File: src/sv/clfr_pkg.sv
// ----------------------------------------------------------------------------
// clfr_pkg: shared types and constants of the CRLF line framer
// Character codes, input kind codes, the output queue size and the command
// struct that the front end hands to the back end.
// ----------------------------------------------------------------------------
package clfr_pkg;

	localparam logic [7:0] CHAR_CR = 8'h0D;
	localparam logic [7:0] CHAR_LF = 8'h0A;

	localparam logic KIND_BYTE = 1'b0;
	localparam logic KIND_TICK = 1'b1;

	localparam logic [15:0] TIMEOUT_RESET = 16'd100;
	localparam logic [15:0] IDLE_MAX      = 16'hFFFF;
	localparam int          MIN_FRAME_FILL = 2;

	// Output queue between the line store readout and the result port.
	localparam int OQ_DEPTH = 4;
	localparam int OQ_PTR_W = $clog2(OQ_DEPTH);
	localparam int OQ_CNT_W = $clog2(OQ_DEPTH + 1);

	// Store write and frame start, from the front end to the back end.
	typedef struct packed {
		logic       wr_en;
		logic [7:0] wr_data;
		logic       frame_go;
	} fe_cmd_t;

endpackage

File: src/sv/clfr_front.sv
// ----------------------------------------------------------------------------
// clfr_front: input side of the CRLF line framer
// Accepts bytes and ticks, keeps the idle counter and the fill count, writes
// bytes into the line store and starts a frame when a line ends in CR LF.
// ----------------------------------------------------------------------------
module clfr_front #(
	parameter int LINE_DEPTH = 64,
	localparam int AW = $clog2(LINE_DEPTH),
	localparam int FW = $clog2(LINE_DEPTH + 1)
) (
	input  logic             clk,
	input  logic             arst_n,
	input  logic             push,
	output logic             full,
	input  logic             kind,
	input  logic [7:0]       data_byte,
	input  logic             cfg_we,
	input  logic [15:0]      cfg_data,
	input  logic             busy,
	output clfr_pkg::fe_cmd_t cmd,
	output logic [AW-1:0]    wr_addr,
	output logic [FW-1:0]    frame_len
);
	import clfr_pkg::*;

	logic [15:0]   timeout_q;
	logic [15:0]   idle_q;
	logic [FW-1:0] fill_q;
	logic          prev_cr_q;

	logic          accept;
	logic          is_byte;
	logic          stale;
	logic [FW-1:0] fill_eff;
	logic [FW-1:0] fill_next;
	logic          at_cap;
	logic          store;
	logic          frame_done;

	always_comb begin
		full      = busy;
		accept    = push && !busy;
		is_byte   = (kind == KIND_BYTE);
		// A partial line that sat idle too long is dropped before this byte.
		stale     = (fill_q != '0) && (idle_q > timeout_q);
		fill_eff  = stale ? '0 : fill_q;
		fill_next = fill_eff + FW'(1);
		at_cap    = (fill_eff == FW'(LINE_DEPTH));
		store     = accept && is_byte && !at_cap;
		frame_done = store && (fill_eff >= FW'(MIN_FRAME_FILL)) && prev_cr_q
			&& (data_byte == CHAR_LF);

		cmd.wr_en    = store;
		cmd.wr_data  = data_byte;
		cmd.frame_go = frame_done;
		wr_addr      = fill_eff[AW-1:0];
		frame_len    = fill_next;
	end

	always_ff @(posedge clk or negedge arst_n) begin
		if (!arst_n) begin
			timeout_q <= TIMEOUT_RESET;
		end else if (cfg_we) begin
			timeout_q <= cfg_data;
		end
	end

	always_ff @(posedge clk or negedge arst_n) begin
		if (!arst_n) begin
			idle_q    <= '0;
			fill_q    <= '0;
			prev_cr_q <= 1'b0;
		end else if (accept) begin
			if (!is_byte) begin
				if (idle_q != IDLE_MAX) begin
					idle_q <= idle_q + 16'd1;
				end
			end else begin
				idle_q <= '0;
				if (at_cap) begin
					fill_q <= '0;
				end else begin
					prev_cr_q <= (data_byte == CHAR_CR);
					fill_q    <= frame_done ? '0 : fill_next;
				end
			end
		end
	end

endmodule

File: src/sv/clfr_back.sv
// ----------------------------------------------------------------------------
// clfr_back: output side of the CRLF line framer
// Holds the line store, reads a finished line out one byte per cycle while
// the output queue has room, and queues the bytes for the result port.
// ----------------------------------------------------------------------------
module clfr_back #(
	parameter int LINE_DEPTH = 64,
	localparam int AW = $clog2(LINE_DEPTH),
	localparam int FW = $clog2(LINE_DEPTH + 1)
) (
	input  logic              clk,
	input  logic              arst_n,
	input  clfr_pkg::fe_cmd_t cmd,
	input  logic [AW-1:0]     wr_addr,
	input  logic [FW-1:0]     frame_len,
	output logic              busy,
	output logic              empty,
	input  logic              pop,
	output logic [7:0]        line_byte,
	output logic              last
);
	import clfr_pkg::*;

	logic [7:0] line_mem [LINE_DEPTH];

	logic          busy_q;
	logic          issued_all_q;
	logic [AW-1:0] rd_idx_q;
	logic [FW-1:0] len_q;
	logic          vld_s1;
	logic          last_s1;
	logic [7:0]    rd_data_s1;

	logic [7:0]          oq_byte_q [OQ_DEPTH];
	logic                oq_last_q [OQ_DEPTH];
	logic [OQ_PTR_W-1:0] oq_wr_q;
	logic [OQ_PTR_W-1:0] oq_rd_q;
	logic [OQ_CNT_W-1:0] oq_cnt_q;

	logic issue;
	logic last_issue;
	logic oq_pop;

	always_comb begin
		// One read may be in flight, so keep two free slots before issuing.
		issue      = busy_q && !issued_all_q && (oq_cnt_q <= OQ_CNT_W'(OQ_DEPTH - 2));
		last_issue = ((FW'(rd_idx_q) + FW'(1)) == len_q);
		busy       = busy_q;
		empty      = (oq_cnt_q == '0);
		oq_pop     = pop && !empty;
		line_byte  = oq_byte_q[oq_rd_q];
		last       = oq_last_q[oq_rd_q];
	end

	always_ff @(posedge clk) begin
		if (cmd.wr_en) begin
			line_mem[wr_addr] <= cmd.wr_data;
		end
		if (issue) begin
			rd_data_s1 <= line_mem[rd_idx_q];
		end
	end

	always_ff @(posedge clk or negedge arst_n) begin
		if (!arst_n) begin
			busy_q       <= 1'b0;
			issued_all_q <= 1'b0;
			rd_idx_q     <= '0;
			len_q        <= '0;
			vld_s1       <= 1'b0;
			last_s1      <= 1'b0;
		end else begin
			vld_s1 <= issue;
			if (issue) begin
				last_s1  <= last_issue;
				rd_idx_q <= rd_idx_q + AW'(1);
				if (last_issue) begin
					issued_all_q <= 1'b1;
				end
			end
			if (vld_s1 && last_s1) begin
				busy_q <= 1'b0;
			end
			if (cmd.frame_go) begin
				busy_q       <= 1'b1;
				issued_all_q <= 1'b0;
				rd_idx_q     <= '0;
				len_q        <= frame_len;
			end
		end
	end

	always_ff @(posedge clk) begin
		if (vld_s1) begin
			oq_byte_q[oq_wr_q] <= rd_data_s1;
			oq_last_q[oq_wr_q] <= last_s1;
		end
	end

	always_ff @(posedge clk or negedge arst_n) begin
		if (!arst_n) begin
			oq_wr_q  <= '0;
			oq_rd_q  <= '0;
			oq_cnt_q <= '0;
		end else begin
			if (vld_s1) begin
				oq_wr_q <= oq_wr_q + OQ_PTR_W'(1);
			end
			if (oq_pop) begin
				oq_rd_q <= oq_rd_q + OQ_PTR_W'(1);
			end
			if (vld_s1 && !oq_pop) begin
				oq_cnt_q <= oq_cnt_q + OQ_CNT_W'(1);
			end else if (!vld_s1 && oq_pop) begin
				oq_cnt_q <= oq_cnt_q - OQ_CNT_W'(1);
			end
		end
	end

endmodule

File: src/sv/crlf_line_framer_with_timeout.sv
// ----------------------------------------------------------------------------
// crlf_line_framer_with_timeout: CRLF line framer with inter-byte timeout
// Collects received bytes into lines and emits each line that ends in CR LF
// byte by byte, discarding partial lines that go idle for too long.
// ----------------------------------------------------------------------------
//
//  Channel   | Direction | Handshake        | Payload
//  ----------+-----------+------------------+-------------------------------
//  input     | in        | push / full      | kind, data_byte
//  result    | out       | empty / pop      | line_byte, last
//  config    | in        | cfg_we           | cfg_data (timeout_ticks)
//
// A byte or a tick is taken in every cycle while full is low. A byte that
// completes a line (at least three bytes, ending in CR LF) raises full while
// the single read port of the line store reads it out, one byte per cycle,
// into a four-entry output queue. A stall on pop holds the readout, and so
// full, once that queue fills. The line store needs no clearing pass; reset
// only loads the default timeout and clears the fill count, the CR flag, the
// idle counter, the readout control and the queue pointers.
//
module crlf_line_framer_with_timeout #(
	parameter int LINE_DEPTH = 64
) (
	input  logic        clk,
	input  logic        arst_n,
	// Input transaction: push while full is low.
	input  logic        push,
	output logic        full,
	input  logic        kind,
	input  logic [7:0]  data_byte,
	// Result transaction: pop while empty is low.
	output logic        empty,
	input  logic        pop,
	output logic [7:0]  line_byte,
	output logic        last,
	// Timeout register write: user writes only while block is idle; unenforced.
	input  logic        cfg_we,
	input  logic [15:0] cfg_data
);
	import clfr_pkg::*;

	localparam int AW = $clog2(LINE_DEPTH);
	localparam int FW = $clog2(LINE_DEPTH + 1);

	// The front end classifies each transaction: ticks advance the idle
	// counter, bytes go into the line store, and a byte that closes a line
	// hands the line length to the back end.
	fe_cmd_t       cmd;
	logic [AW-1:0] wr_addr;
	logic [FW-1:0] frame_len;
	logic          busy;

	clfr_front #(
		.LINE_DEPTH(LINE_DEPTH)
	) u_front (
		.clk       (clk),
		.arst_n    (arst_n),
		.push      (push),
		.full      (full),
		.kind      (kind),
		.data_byte (data_byte),
		.cfg_we    (cfg_we),
		.cfg_data  (cfg_data),
		.busy      (busy),
		.cmd       (cmd),
		.wr_addr   (wr_addr),
		.frame_len (frame_len)
	);

	// The back end owns the line store. While it reads a finished line out,
	// it reports busy and the front end holds off new transactions, so the
	// next line cannot overwrite bytes that are still to be sent.
	clfr_back #(
		.LINE_DEPTH(LINE_DEPTH)
	) u_back (
		.clk       (clk),
		.arst_n    (arst_n),
		.cmd       (cmd),
		.wr_addr   (wr_addr),
		.frame_len (frame_len),
		.busy      (busy),
		.empty     (empty),
		.pop       (pop),
		.line_byte (line_byte),
		.last      (last)
	);

endmodule

File: config.mk
export PLATFORM = sky130hd
export DESIGN_NAME = crlf_line_framer_with_timeout
export DESIGN_NICKNAME = d
export VERILOG_FILES = /design/src/sv/clfr_pkg.sv /design/src/sv/clfr_front.sv /design/src/sv/clfr_back.sv /design/src/sv/crlf_line_framer_with_timeout.sv
export SDC_FILE = /design/constraint.sdc
export NUM_CORES = 1
export LEC_CHECK = 0
export ABC_CLOCK_PERIOD_IN_PS = 8150
export BUFFER_PORTS_ARGS = -buffer_cell sky130_fd_sc_hd__buf_2
export CORE_MARGIN = 5
export CORE_UTILIZATION = 40
export DETAILED_ROUTE_END_ITERATION = 12
export PLACE_DENSITY_LB_ADDON = 0.12
export SLEW_MARGIN = 20
export SYNTH_ARGS = -nofsm -noshare
export SYNTH_HDL_FRONTEND = slang
export SYNTH_SLANG_ARGS = --single-unit
export TNS_END_PERCENT = 50
File: constraint.sdc
create_clock -name clk -period 8.15 [get_ports clk]
set_input_delay 0.4075 -clock clk [delete_from_list [all_inputs] [get_ports clk]]
set_output_delay 0.4075 -clock clk [all_outputs]
set_load 0.05 [all_outputs]
# Word-level counts from Yosys, hierarchy flattened

Memory sizes are Yosys's and may differ from the RTL's. A register that Yosys moved wholly into a read port is not among the register bits.
Cells that the tools add are included.

Bitwise operators: 2
$add $sub $neg: 8
Reduce and logical (&&, ||, !) cells: 29
$lt $le $gt $ge: 3
Eq/ne operators: 6
Mux-type cells: 18

Operator list:

| kind                                                                                | number |
|---|---|
| 16-bit two-way mux                                                                  | 2 |
| 7-bit two-way mux                                                                   | 3 |
| 16-bit by 1-bit adder with 16-bit output, second input constant                     | 1 |
| 8-bit by 4-bit equality test with 1-bit output, second input constant               | 2 |
| 16-bit greater-than comparator                                                      | 1 |
| 16-bit inequality test, second input constant                                       | 1 |
| 1-bit logical AND                                                                   | 13 |
| 6-bit two-way mux                                                                   | 2 |
| 1-bit two-way mux                                                                   | 9 |
| 2-bit nonzero test                                                                  | 4 |
| 6-bit by 1-bit adder with 7-bit output, second input constant                       | 1 |
| 7-bit by 1-bit adder with 7-bit output, second input constant                       | 1 |
| 7-bit equality test                                                                 | 1 |
| 7-bit equality test, second input constant                                          | 1 |
| 7-bit by 2-bit greater-or-equal comparator with 1-bit output, second input constant | 1 |
| 7-bit nonzero test                                                                  | 1 |
| 6-bit by 1-bit adder with 6-bit output, second input constant                       | 1 |
| 1-bit logical NOT                                                                   | 6 |
| 3-bit two-way mux                                                                   | 2 |
| 2-bit AND reduction                                                                 | 3 |
| 2-bit by 1-bit adder with 2-bit output, second input constant                       | 2 |
| 3-bit by 1-bit adder with 3-bit output, second input constant                       | 1 |
| 3-bit by 2-bit less-or-equal comparator with 1-bit output, second input constant    | 1 |
| 3-bit logical NOT                                                                   | 1 |
| 4 further kinds                                                                     | 5 |

Memories: 3
Register bits after elaboration: 64
Bits in writable memories: 548
Logic and storage cells: 82

Memory list:

| memory           | depth | bits a word | read ports | clocked after Yosys merged registers in | write ports | line            | text |
|---|---|---|---|---|---|---|---|
| u_back.line_mem  | 64    | 8           | 1          | 1                                       | 1           | clfr_back.sv:24 | `logic [7:0] line_mem [LINE_DEPTH];` |
| u_back.oq_byte_q | 4     | 8           | 1          | 0                                       | 1           | clfr_back.sv:34 | `logic [7:0] oq_byte_q [OQ_DEPTH];` |
| u_back.oq_last_q | 4     | 1           | 1          | 0                                       | 1           | clfr_back.sv:35 | `logic oq_last_q [OQ_DEPTH];` |

# Longest topological paths before layout

Gate-level depths: netlist of the first run.

Word-level depth: 11
Depth in mapped cells: 16
Depth with buffers taken out: 13

# Modules after synthesis

Synthesis of the first run repeated with hierarchy kept, for this count alone.

Cells, all modules: 1402
Area total of the unflattened synthesis: 25239.2 sq um

Modules (own cells, without submodules):

| module     | sequential area each (sq um) | area each (sq um) | cells an instance | instances |
|---|---|---|---|---|
| clfr_back  | 17296.6                      | 22711.8           | 1119              | 1 |
| clfr_front | 1004.7                       | 2527.4            | 283               | 1 |

# Least setup slack after synthesis of the first run

Ideal clock, no wire load.

Path kind: register to register
Start: register u_front.idle_q[13]
End: register u_back.len_q[2]
Stages on the path, launching flop included: 14
Path slack: 4739 ps
Clock period less this slack: 3411 ps
Arrival time: 3283 ps
Library setup time: 128 ps
Cells stage by stage: dfrtp_1 ha_1 a21oi_1 o21ai_0 a2111oi_2 a31o_1 buf_2 buf_2 and2_1 ha_1 inv_1 or3_1 mux2i_2 mux2_1

Longest elaborated chain between the ends: 9
Elaborated cells on any way between the ends: 11

RTL lines:

| element                                                                                              | line             | text |
|---|---|---|
| from (decl)                                                                                          | clfr_front.sv:27 | `logic [15:0] idle_q;` |
| from (signal assigned)                                                                               | clfr_front.sv:76 | `idle_q <= idle_q + 16'd1;` |
| 16-bit greater-than comparator *                                                                     | clfr_front.sv:45 | `stale = (fill_q != '0) && (idle_q > timeout_q);` |
| 1-bit logical AND *                                                                                  | clfr_front.sv:45 |  |
| 7-bit two-way mux *                                                                                  | clfr_front.sv:46 | `fill_eff = stale ? '0 : fill_q;` |
| branches (longest 6 deep; another with 7-bit by 2-bit greater-or-equal comparator with 1-bit output) | --               |  |
| to (signal assigned)                                                                                 | clfr_back.sv:88  | `len_q <= frame_len;` |
| to (decl)                                                                                            | clfr_back.sv:29  | `logic [FW-1:0] len_q;` |

Every way passes the cells marked *.
A chain may end at the register's enable or synchronous reset.

# Worst setup path after layout of the first run

Start: register u_front.fill_q[5]
End: register u_back.len_q[2]

Longest elaborated chain between the ends: 9
Elaborated cells on any way between the ends: 11

RTL lines:

| element                                                                                              | line             | text |
|---|---|---|
| from (decl)                                                                                          | clfr_front.sv:28 | `logic [FW-1:0] fill_q;` |
| from (signal assigned)                                                                               | clfr_front.sv:84 | `fill_q <= frame_done ? '0 : fill_next;` |
| 7-bit nonzero test                                                                                   | clfr_front.sv:45 |  |
| 1-bit logical AND                                                                                    | clfr_front.sv:45 |  |
| 7-bit two-way mux *                                                                                  | clfr_front.sv:46 |  |
| branches (longest 6 deep; another with 7-bit by 2-bit greater-or-equal comparator with 1-bit output) | --               |  |

Marked as above.

==> results by stage, run 1 <==
Clock tree:
- The TritonCTS buffer count is 69.
- Counting every sink on the clock net gives 620.
- The count of instances resized after the clock tree is built is 0.
- The number of levels in the clock H-tree is 3.
- The clock latency at the later pin of the worst-skew pair is 0.60 ns.
- The CTS tree is built.
- The clock input transition at the sequential cells of the worst setup and hold paths is 0.06 ns.
- Counting along the longest clock path gives a buffer depth of 3.
- The cell sitting at the root of the clock tree is a sky130_fd_sc_hd__clkbuf_16.

STA:
- Measured against its own limit, the worst slew margin works out to 0.234.
- The final period demand of the worst path is 4.57 ns.
- The sum of negative setup slack is 0 ns.
- At the pin with the least slew margin, the transition time is 1.15 ns.
- The number of endpoints with negative hold slack in the final report came to 0.
- The clock arrives with 0.0164 ns of skew.
- Dividing the final minimum period by the clock period gives 0.561.
- For this run, the top clock speed supported by timing is 219 MHz.
- The final setup violation count is 0.
- Setup repair after global routing left no endpoint under its margin.
- The final number of max-transition violations came to 0.

Flow run:
- The tool flagged a number of max-cap violations equal to 0.

Die:
- The floorplan step set the die height to 260 um.
- The die footprint is 0.0678 mm2.
- The number of cell rows is 91.
- For this configuration, the core starts out at a cell density of 0.405.
- The top-level port count is 41.
- The core footprint is 0.0619 mm2.
- The die is 260 um wide.

Route:
- The final routed DRC violation total is 0.
- The post-route antenna net violation count is 0.
- Before antenna repair, the detailed router went through 7 iterations.
- In the final routed layout, each cell accounts on average for 25.8 um.
- The via count of the routed design is 12.3k.
- The ratio of routed vias to standard cells is 5.45.
- Summed over all layers, the routed wires come to 58100 um.
- The number of design-rule violations left by the first detailed-router iteration is 1091.

Finish:
- The fraction of final layout cells with drive strength greater than 1 is 0.255.
- Counting the fill cells in the layout gives 5291.
- The number of nets in the final layout is 1414.
- For this run, the number of standard cells in the final layout without fillers is 2251.
- The repair_antennas step left the layout with diodes totalling 0.
- The synthesis-to-layout area growth is 13.5%.

Setup path:
- The data required time at the worst endpoint is 8.63 ns.
- The setup path with the least slack is of type reg2reg.
- The worst setup path is captured at a register.
- Along the worst path, the maximum fanout reaches 17.
- STA puts the critical path data arrival time at 5.05 ns.
- The startpoint class of the critical path is a register.

Synthesis:
- The cell type with the largest total area after synthesis is sky130_fd_sc_hd__edfxtp_1.
- In this run the cell area of the synthesized design comes to 0.0251 mm2.
- Yosys mapped the design onto 58 distinct sky130hd cell types.
- The share of Yosys cell area claimed by the top area cell type is 0.665.
- In the synthesized netlist the dominant register cell turns out to be sky130_fd_sc_hd__edfxtp_1.
- The Yosys warning count is 0.
- sky130_fd_sc_hd__edfxtp_1 is the most common cell in the netlist.
- In this run the mean area of a mapped cell was 19.7 um2.
- The synthesized design contains 620 register bits.
- The gate count of the mapped netlist is 1276.
- The number of enable-type register cells in the synthesized netlist is 556.
- In the synthesized netlist, the cells that appear most often are 556 x sky130_fd_sc_hd__edfxtp_1, 177 x sky130_fd_sc_hd__mux4_2, 97 x sky130_fd_sc_hd__nor2_1.
- In the post-synthesis netlist, the biggest area contributors are sky130_fd_sc_hd__edfxtp_1 67%, sky130_fd_sc_hd__mux4_2 16%, sky130_fd_sc_hd__dfrtp_1 6.1%, sky130_fd_sc_hd__nor2_1 1.5%, sky130_fd_sc_hd__ha_1 1.2%.
- After synthesis, the share of flip-flops with an asynchronous set or reset is 0.103.
- Counting every net in the synthesized netlist gives 1332.
- The register area share after synthesis is 0.729.

Placed design:
- Including well taps, the total number of placed cells is 2119.
- The number of port buffers is 40.
- The post-detailed-placement half-perimeter wirelength is 35700 um.
- Routability-driven placement finished with a final weighted congestion of 0.828.

GRT:
- The wire length of the first global-routing pass is 87300 um.
- Summed over all layers, the global routing overflow is 0.
- The number of global-route vias before repair is 12.7k.
- The maximum number of pins on one net before global-route repair is 81.
- The all-layer global routing usage is 0.175.
- The number of antenna violations at the first check in global routing is 1.

Status:
- The run finished with clean final reports.

Power and ir drop:
- The static power due to leakage is 9.52 nW.
- For this design the ratio of total power to cell area is 248 mW/mm2.
- The peak ir drop on the vdd network is 0.000129 V.

Worst hold path:
- The min-delay analysis places its worst path in the category in2async.
layer usage:
metal / wire [um] / track usage / part of all wire
met3: 2550 / 0.0274 / 0.044
met1: 26500 / 0.254 / 0.46
met2: 27800 / 0.277 / 0.48
met5: 0 / 0 / 0
met4: 1230 / 0.0500 / 0.021
cell usage in the layout, fill, tap and decap left out, types with 3 or more instances in the layout:
cell type / count
sky130_fd_sc_hd__edfxtp_1: 556
sky130_fd_sc_hd__mux4_2: 177
sky130_fd_sc_hd__nor2_1: 96
sky130_fd_sc_hd__clkbuf_16: 72
sky130_fd_sc_hd__dfrtp_1: 57
sky130_fd_sc_hd__nand2_1: 50
sky130_fd_sc_hd__buf_2: 40
sky130_fd_sc_hd__inv_1: 36
sky130_fd_sc_hd__ha_1: 25
sky130_fd_sc_hd__buf_4: 25
sky130_fd_sc_hd__o21ai_0: 23
sky130_fd_sc_hd__xnor2_1: 21
sky130_fd_sc_hd__nand4_1: 17
sky130_fd_sc_hd__clkinv_1: 17
sky130_fd_sc_hd__nand3_1: 15
sky130_fd_sc_hd__clkbuf_1: 15
sky130_fd_sc_hd__clkinv_2: 13
sky130_fd_sc_hd__xor2_1: 12
sky130_fd_sc_hd__and2_1: 10
sky130_fd_sc_hd__a21oi_1: 9
sky130_fd_sc_hd__nor4_1: 8
sky130_fd_sc_hd__nor3_1: 8
sky130_fd_sc_hd__or3_1: 7
sky130_fd_sc_hd__o31ai_1: 7
sky130_fd_sc_hd__nor2b_1: 6
sky130_fd_sc_hd__nand2b_1: 6
sky130_fd_sc_hd__o21ai_1: 5
sky130_fd_sc_hd__o22ai_1: 4
sky130_fd_sc_hd__dlygate4sd3_1: 4
sky130_fd_sc_hd__a21o_1: 3
sky130_fd_sc_hd__or2_2: 3
sky130_fd_sc_hd__nand4_2: 3
sky130_fd_sc_hd__and3_1: 3
sky130_fd_sc_hd__a211oi_1: 3
sky130_fd_sc_hd__mux2i_1: 3
sky130_fd_sc_hd__a32o_1: 3
sky130_fd_sc_hd__inv_6: 3
sky130_fd_sc_hd__bufinv_16: 3
sky130_fd_sc_hd__dfstp_2: 3
worst paths after layout:
kind / startpoint / endpoint / slack [ns] / depth (start not counted)
min in group clk: cfg_data[6] / u_front.timeout_q[6] / 0.05 / 3
worst max-delay path: u_front.fill_q[5] / u_back.len_q[2] / 3.58 / 10
worst min register to register: u_back.rd_data_s1[0] / u_back.oq_byte_q[0][0] / 0.50 / 0
max in group asynchronous: arst_n / u_back.rd_idx_q[1] / 7.49 / 2
worst max register to register: u_front.fill_q[5] / u_back.len_q[2] / 3.58 / 10
worst min-delay path: arst_n / u_front.timeout_q[0] / 0.01 / 2
cell families (layout without fill, tap and decap cells):
family,count (synthesis),after routing,share of synthesized area
flops,620,620,0.729
simple gates,241,241,0.0456
mux,184,184,0.162
buf+inv,96,234,0.0175
compound gates,76,76,0.0210
xor+xnor,33,33,0.0115
fa+ha+maj,26,26,0.0133
worst max-delay path, cell delays in order, from the launching register on:
cell and delay, ns:
sky130_fd_sc_hd__dfrtp_1 0.54, sky130_fd_sc_hd__or3_1 0.47, sky130_fd_sc_hd__nor4_1 0.67, sky130_fd_sc_hd__a41o_1 0.27, sky130_fd_sc_hd__a31o_1 0.58, sky130_fd_sc_hd__and2_1 0.24, sky130_fd_sc_hd__ha_1 0.17, sky130_fd_sc_hd__inv_1 0.05
sky130_fd_sc_hd__or3_1 0.38, sky130_fd_sc_hd__mux2i_2 0.68, sky130_fd_sc_hd__mux2_1 0.39
per-stage QoR:
stage | area, um2 | util | hold WS (ns) | power, mW | setup slack, ns
floorplan | 25100 | - | 0.112 | 3.97 | 4.74
global placement | 26300 | 0.424 | 0.477 | 4.15 | 3.72
detailed placement | 26300 | 0.424 | 0.493 | 4.15 | 3.55
CTS | 28500 | 0.460 | 0.00181 | 7.13 | 3.53
global route | 28500 | 0.460 | 0.0289 | 7.32 | 3.27
finish | 28500 | 0.460 | 0.0136 | 7.05 | 3.58
power by group:
group	internal [mW]	switching [mW]	total, mW
sequential	3.52	0.0888	3.61
clock	1.73	1.24	2.97
combinational	0.153	0.314	0.467
total	5.41	1.64	7.05
state kept, by name (all words and copies together), names as in the netlist, 2 cells and up:
register	flops
u_back.len_q	7
u_back.line_mem	512
u_back.oq_byte_q	32
u_back.oq_cnt_q	3
u_back.oq_last_q	4
u_back.oq_rd_q	2
u_back.oq_wr_q	2
u_back.rd_data_s1	8
u_back.rd_idx_q	6
u_front.fill_q	7
u_front.idle_q	16
u_front.timeout_q	16
area by class of cell:
class                   count  area, um2  area share
inverters                  37        139     0.00488
multi-input cells         560       6370       0.224
repair buffers             70        448      0.0157
clock buffers              89       1890      0.0662
well taps                 837       1050      0.0368
clock inverters            38        269     0.00945
flip-flops and latches    620      18300       0.643
repair_timing:
item | in CTS | in global routing
buffers inserted | 0 | 0
endpoints found under the hold margin | 4 | 0
hold buffers | 4 | 0
Power figures use the tool's default switching activity.
==> run 2, diff against run 1 <==
--- a/config.mk
+++ b/config.mk
@@ -5,7 +5,7 @@
 export SDC_FILE = /design/constraint.sdc
 export NUM_CORES = 1
 export LEC_CHECK = 0
-export ABC_CLOCK_PERIOD_IN_PS = 8150
+export ABC_CLOCK_PERIOD_IN_PS = 3760
 export BUFFER_PORTS_ARGS = -buffer_cell sky130_fd_sc_hd__buf_2
 export CORE_MARGIN = 5
 export CORE_UTILIZATION = 40
==> constraint.sdc (replaced) <==
create_clock -name clk -period 3.76 [get_ports clk]
set_input_delay 0.188 -clock clk [delete_from_list [all_inputs] [get_ports clk]]
set_output_delay 0.188 -clock clk [all_outputs]
set_load 0.05 [all_outputs]
==> results by stage, run 2 (synthesis results as in run 1) <==
Status:
- The run finished with clean final reports.

Route:
- The ratio of routed vias to standard cells is 5.41.
- The total iterations of the first detailed-routing run is 5.
- The count of nets left with antenna violations once routing finished came out at 0.
- The via count of the routed design is 12.6k.
- Wires add up to 60900 um.
- The routed length per instance is 26.1 um.
- The number of design-rule violations left by the first detailed-router iteration is 1148.
- The final routed DRC violation total is 0.

Finish:
- The number of nets in the final layout is 1507.
- The flip-flop count of the largest register after layout is 512.
- The antenna diode instance count is 0.
- The filler cell count in the final layout is 5266.
- In the final layout, the registers with the most flip-flops are u_back.line_mem x512, u_back.oq_byte_q x32.
- In the layout the commonest cells are 556 x sky130_fd_sc_hd__edfxtp_1, 177 x sky130_fd_sc_hd__mux4_2, 98 x sky130_fd_sc_hd__buf_4.
- The library cell used most frequently in the layout, excluding fill and tap cells, is sky130_fd_sc_hd__edfxtp_1.
- The fraction of final layout cells with drive strength greater than 1 is 0.290.
- The number of cells in the finished layout apart from fillers is 2336.
- The largest register by flop count is u_back.line_mem.
- The synthesis-to-layout area growth is 16.8%.

GRT:
- The all-layer global routing usage is 0.183.
- The number of antenna violations at the first check in global routing is 1.
- The leftover overflow at the end of global routing is 0.
- The first global-routing pass estimated 90100 um of wire.
- Entering global routing, the biggest net connects 66 pins.
- The number of global-route vias before repair came to 12.9k.

Placed design:
- The post-detailed-placement half-perimeter wirelength is 38800 um.
- The routability congestion estimate is 0.838.
- The total placed cells including tap cells is 2199.
- The number of port buffers is 40.

STA:
- The slew at the pin closest to its max-slew limit is 1.02 ns.
- On the final layout, the worst clock skew is 0.0235 ns.
- Summed over all failing endpoints, the final setup total negative slack is 0 ns.
- The final period demand of the worst path is 3.45 ns.
- Setup repair after global routing left no endpoint under its margin.
- The final number of max-transition violations is 0.
- Based on the critical path, the design can be clocked at up to 290 MHz.
- Across all hold checks on the routed design, the worst slack comes to 0.0600 ns.
- The portion of the clock cycle consumed by the worst path in the final layout is 0.917.
- The worst pin sits at a relative slew slack of 0.319.
- The number of endpoints with negative hold slack in the final report is 0.
- Setup violations remaining at the end of the flow were counted as 0.

Setup path:
- The largest stage delay on the critical path is 0.41 ns.
- Measured in cells, the most critical reg-to-reg path has a length of 12.
- The cell at the slowest stage of the critical path is sky130_fd_sc_hd__nor4_2.
- Among cell families on the critical path, the largest total delay comes from compound AO/OA/AOI/OAI gates.
- Traced cell by cell, the critical path runs through ha_1 -> nand4_1 -> nor4_2 -> a21bo_2 -> a31o_1 -> and2_1 -> ha_1 -> nor4_2 -> o21ai_1 -> a2bb2oi_1 -> o32ai_1 -> a22o_1.
- The startpoint class of the critical path is a register.
- The data required time at the worst endpoint is 4.30 ns.
- At the worst endpoint, the arrival time is 3.99 ns.
- The number of gates on the worst path with buffers counted is 12.
- The type of element capturing the critical path is a register.
- The category of the most critical setup path is reg2reg.
- The count of buffer and inverter cells on the critical path is 0.
- In this run the worst path has a maximum fanout of 10.

Power and ir drop:
- In this run the static leakage power is 10.0 nW.
- The peak ir drop on the vdd network is 0.000345 V.
- The power density relative to cell area is 527 mW/mm2.
- The design draws 15.4 mW.

Clock tree:
- The clock passes through at most 3 buffers.
- The tree is rooted in a sky130_fd_sc_hd__clkbuf_16.
- After clock tree synthesis, the clock-pin slew on the worst setup and hold paths is 0.06 ns.
- The number of levels in the clock H-tree is 3.
- The number of buffers inserted by post-CTS setup repair is 0.
- The CTS tree is built.
- The clock drives 620 sinks.
- Clock latency on the worst-skew pair, taken at its later pin, is 0.61 ns.
- The TritonCTS buffer count is 67.

Die:
- The floorplan has 91 rows.
- For this configuration, the core starts out at a cell density of 0.405.
- From left edge to right edge, the die measures 260 um.
- 41 I/O pins were placed.
- The floorplan step defined a core boundary enclosing 0.0619 mm2.
- The die covers 0.0678 mm2.
- The die boundary height is 260 um.

Flow run:
- The max-capacitance violation count is 0.

Worst hold path:
- The worst hold path passes through 3 cells.
- The type of the tightest min-delay check is in2reg.
[run 2: cell types whose count changed in the layout (fill, tap and decap cells not counted), moves of 4 or more]
cell / before / now
sky130_fd_sc_hd__buf_12: 1 / 7
sky130_fd_sc_hd__buf_4: 25 / 98
sky130_fd_sc_hd__bufinv_16: 3 / 7
sky130_fd_sc_hd__dlygate4sd3_1: 4 / 20
sky130_fd_sc_hd__clkinv_2: 13 / 6
sky130_fd_sc_hd__clkinv_1: 17 / 10
[run 2: per-layer routing]
metal / share of wire / vias up / wire (um) / GRT usage
li1: - / 5514 / - / -
met5: 0 / - / 0 / 0
met2: 0.48 / 305 / 29100 / 0.291
met4: 0.024 / 0 / 1460 / 0.0474
met1: 0.45 / 6741 / 27300 / 0.262
met3: 0.050 / 88 / 3080 / 0.0385
[run 2: power breakdown]
part           internal [mW]  switching (mW)  leakage [nW]
combinational          0.385           0.815          3.20
clock                   3.86            2.63          1.04
sequential              7.64           0.123          5.78
[run 2: final timing paths]
path | startpoint | to | slack (ns)
max in group asynchronous | arst_n | u_back.rd_idx_q[1] | 3.09
min in group asynchronous | arst_n | u_front.idle_q[2] | 0.15
worst max-delay path | u_front.idle_q[15] | u_front.fill_q[2] | 0.31
worst min-delay path | cfg_we | u_front.timeout_q[6] | 0.06
worst min register to register | u_back.rd_data_s1[0] | u_back.oq_byte_q[2][0] | 0.50
worst max register to register | u_front.idle_q[15] | u_front.fill_q[2] | 0.31
[run 2: timing repair]
item,CTS,global route
endpoints found under the setup margin,0,17
endpoints found under the hold margin,84,0
resized for setup,0,3
hold buffers,20,0
[run 2: final cells by class]
cell class | instances | area, um2 | area share
clock buffers | 87 | 1790 | 0.0612
clock inverters | 30 | 353 | 0.0120
inverters | 37 | 139 | 0.00474
multi-input cells | 560 | 6390 | 0.218
flip-flops and latches | 620 | 18300 | 0.625
well taps | 837 | 1050 | 0.0357
repair buffers | 165 | 1280 | 0.0435
[run 2: through the flow]
step | instance area, um2 | utilization | setup slack (ns)
finish | 29300 | 0.473 | 0.311
global route | 29300 | 0.473 | 0.0506
CTS | 29300 | 0.473 | 0.155
detailed placement | 26900 | 0.435 | 0.228
global placement | 26900 | 0.435 | 0.264
floorplan | 25100 | - | 0.349
[run 2: tightest hold or removal path: stages]
cell	delay (ns)
sky130_fd_sc_hd__buf_2	0.26
sky130_fd_sc_hd__nand2_1	0.12
sky130_fd_sc_hd__o21ai_0	0.07
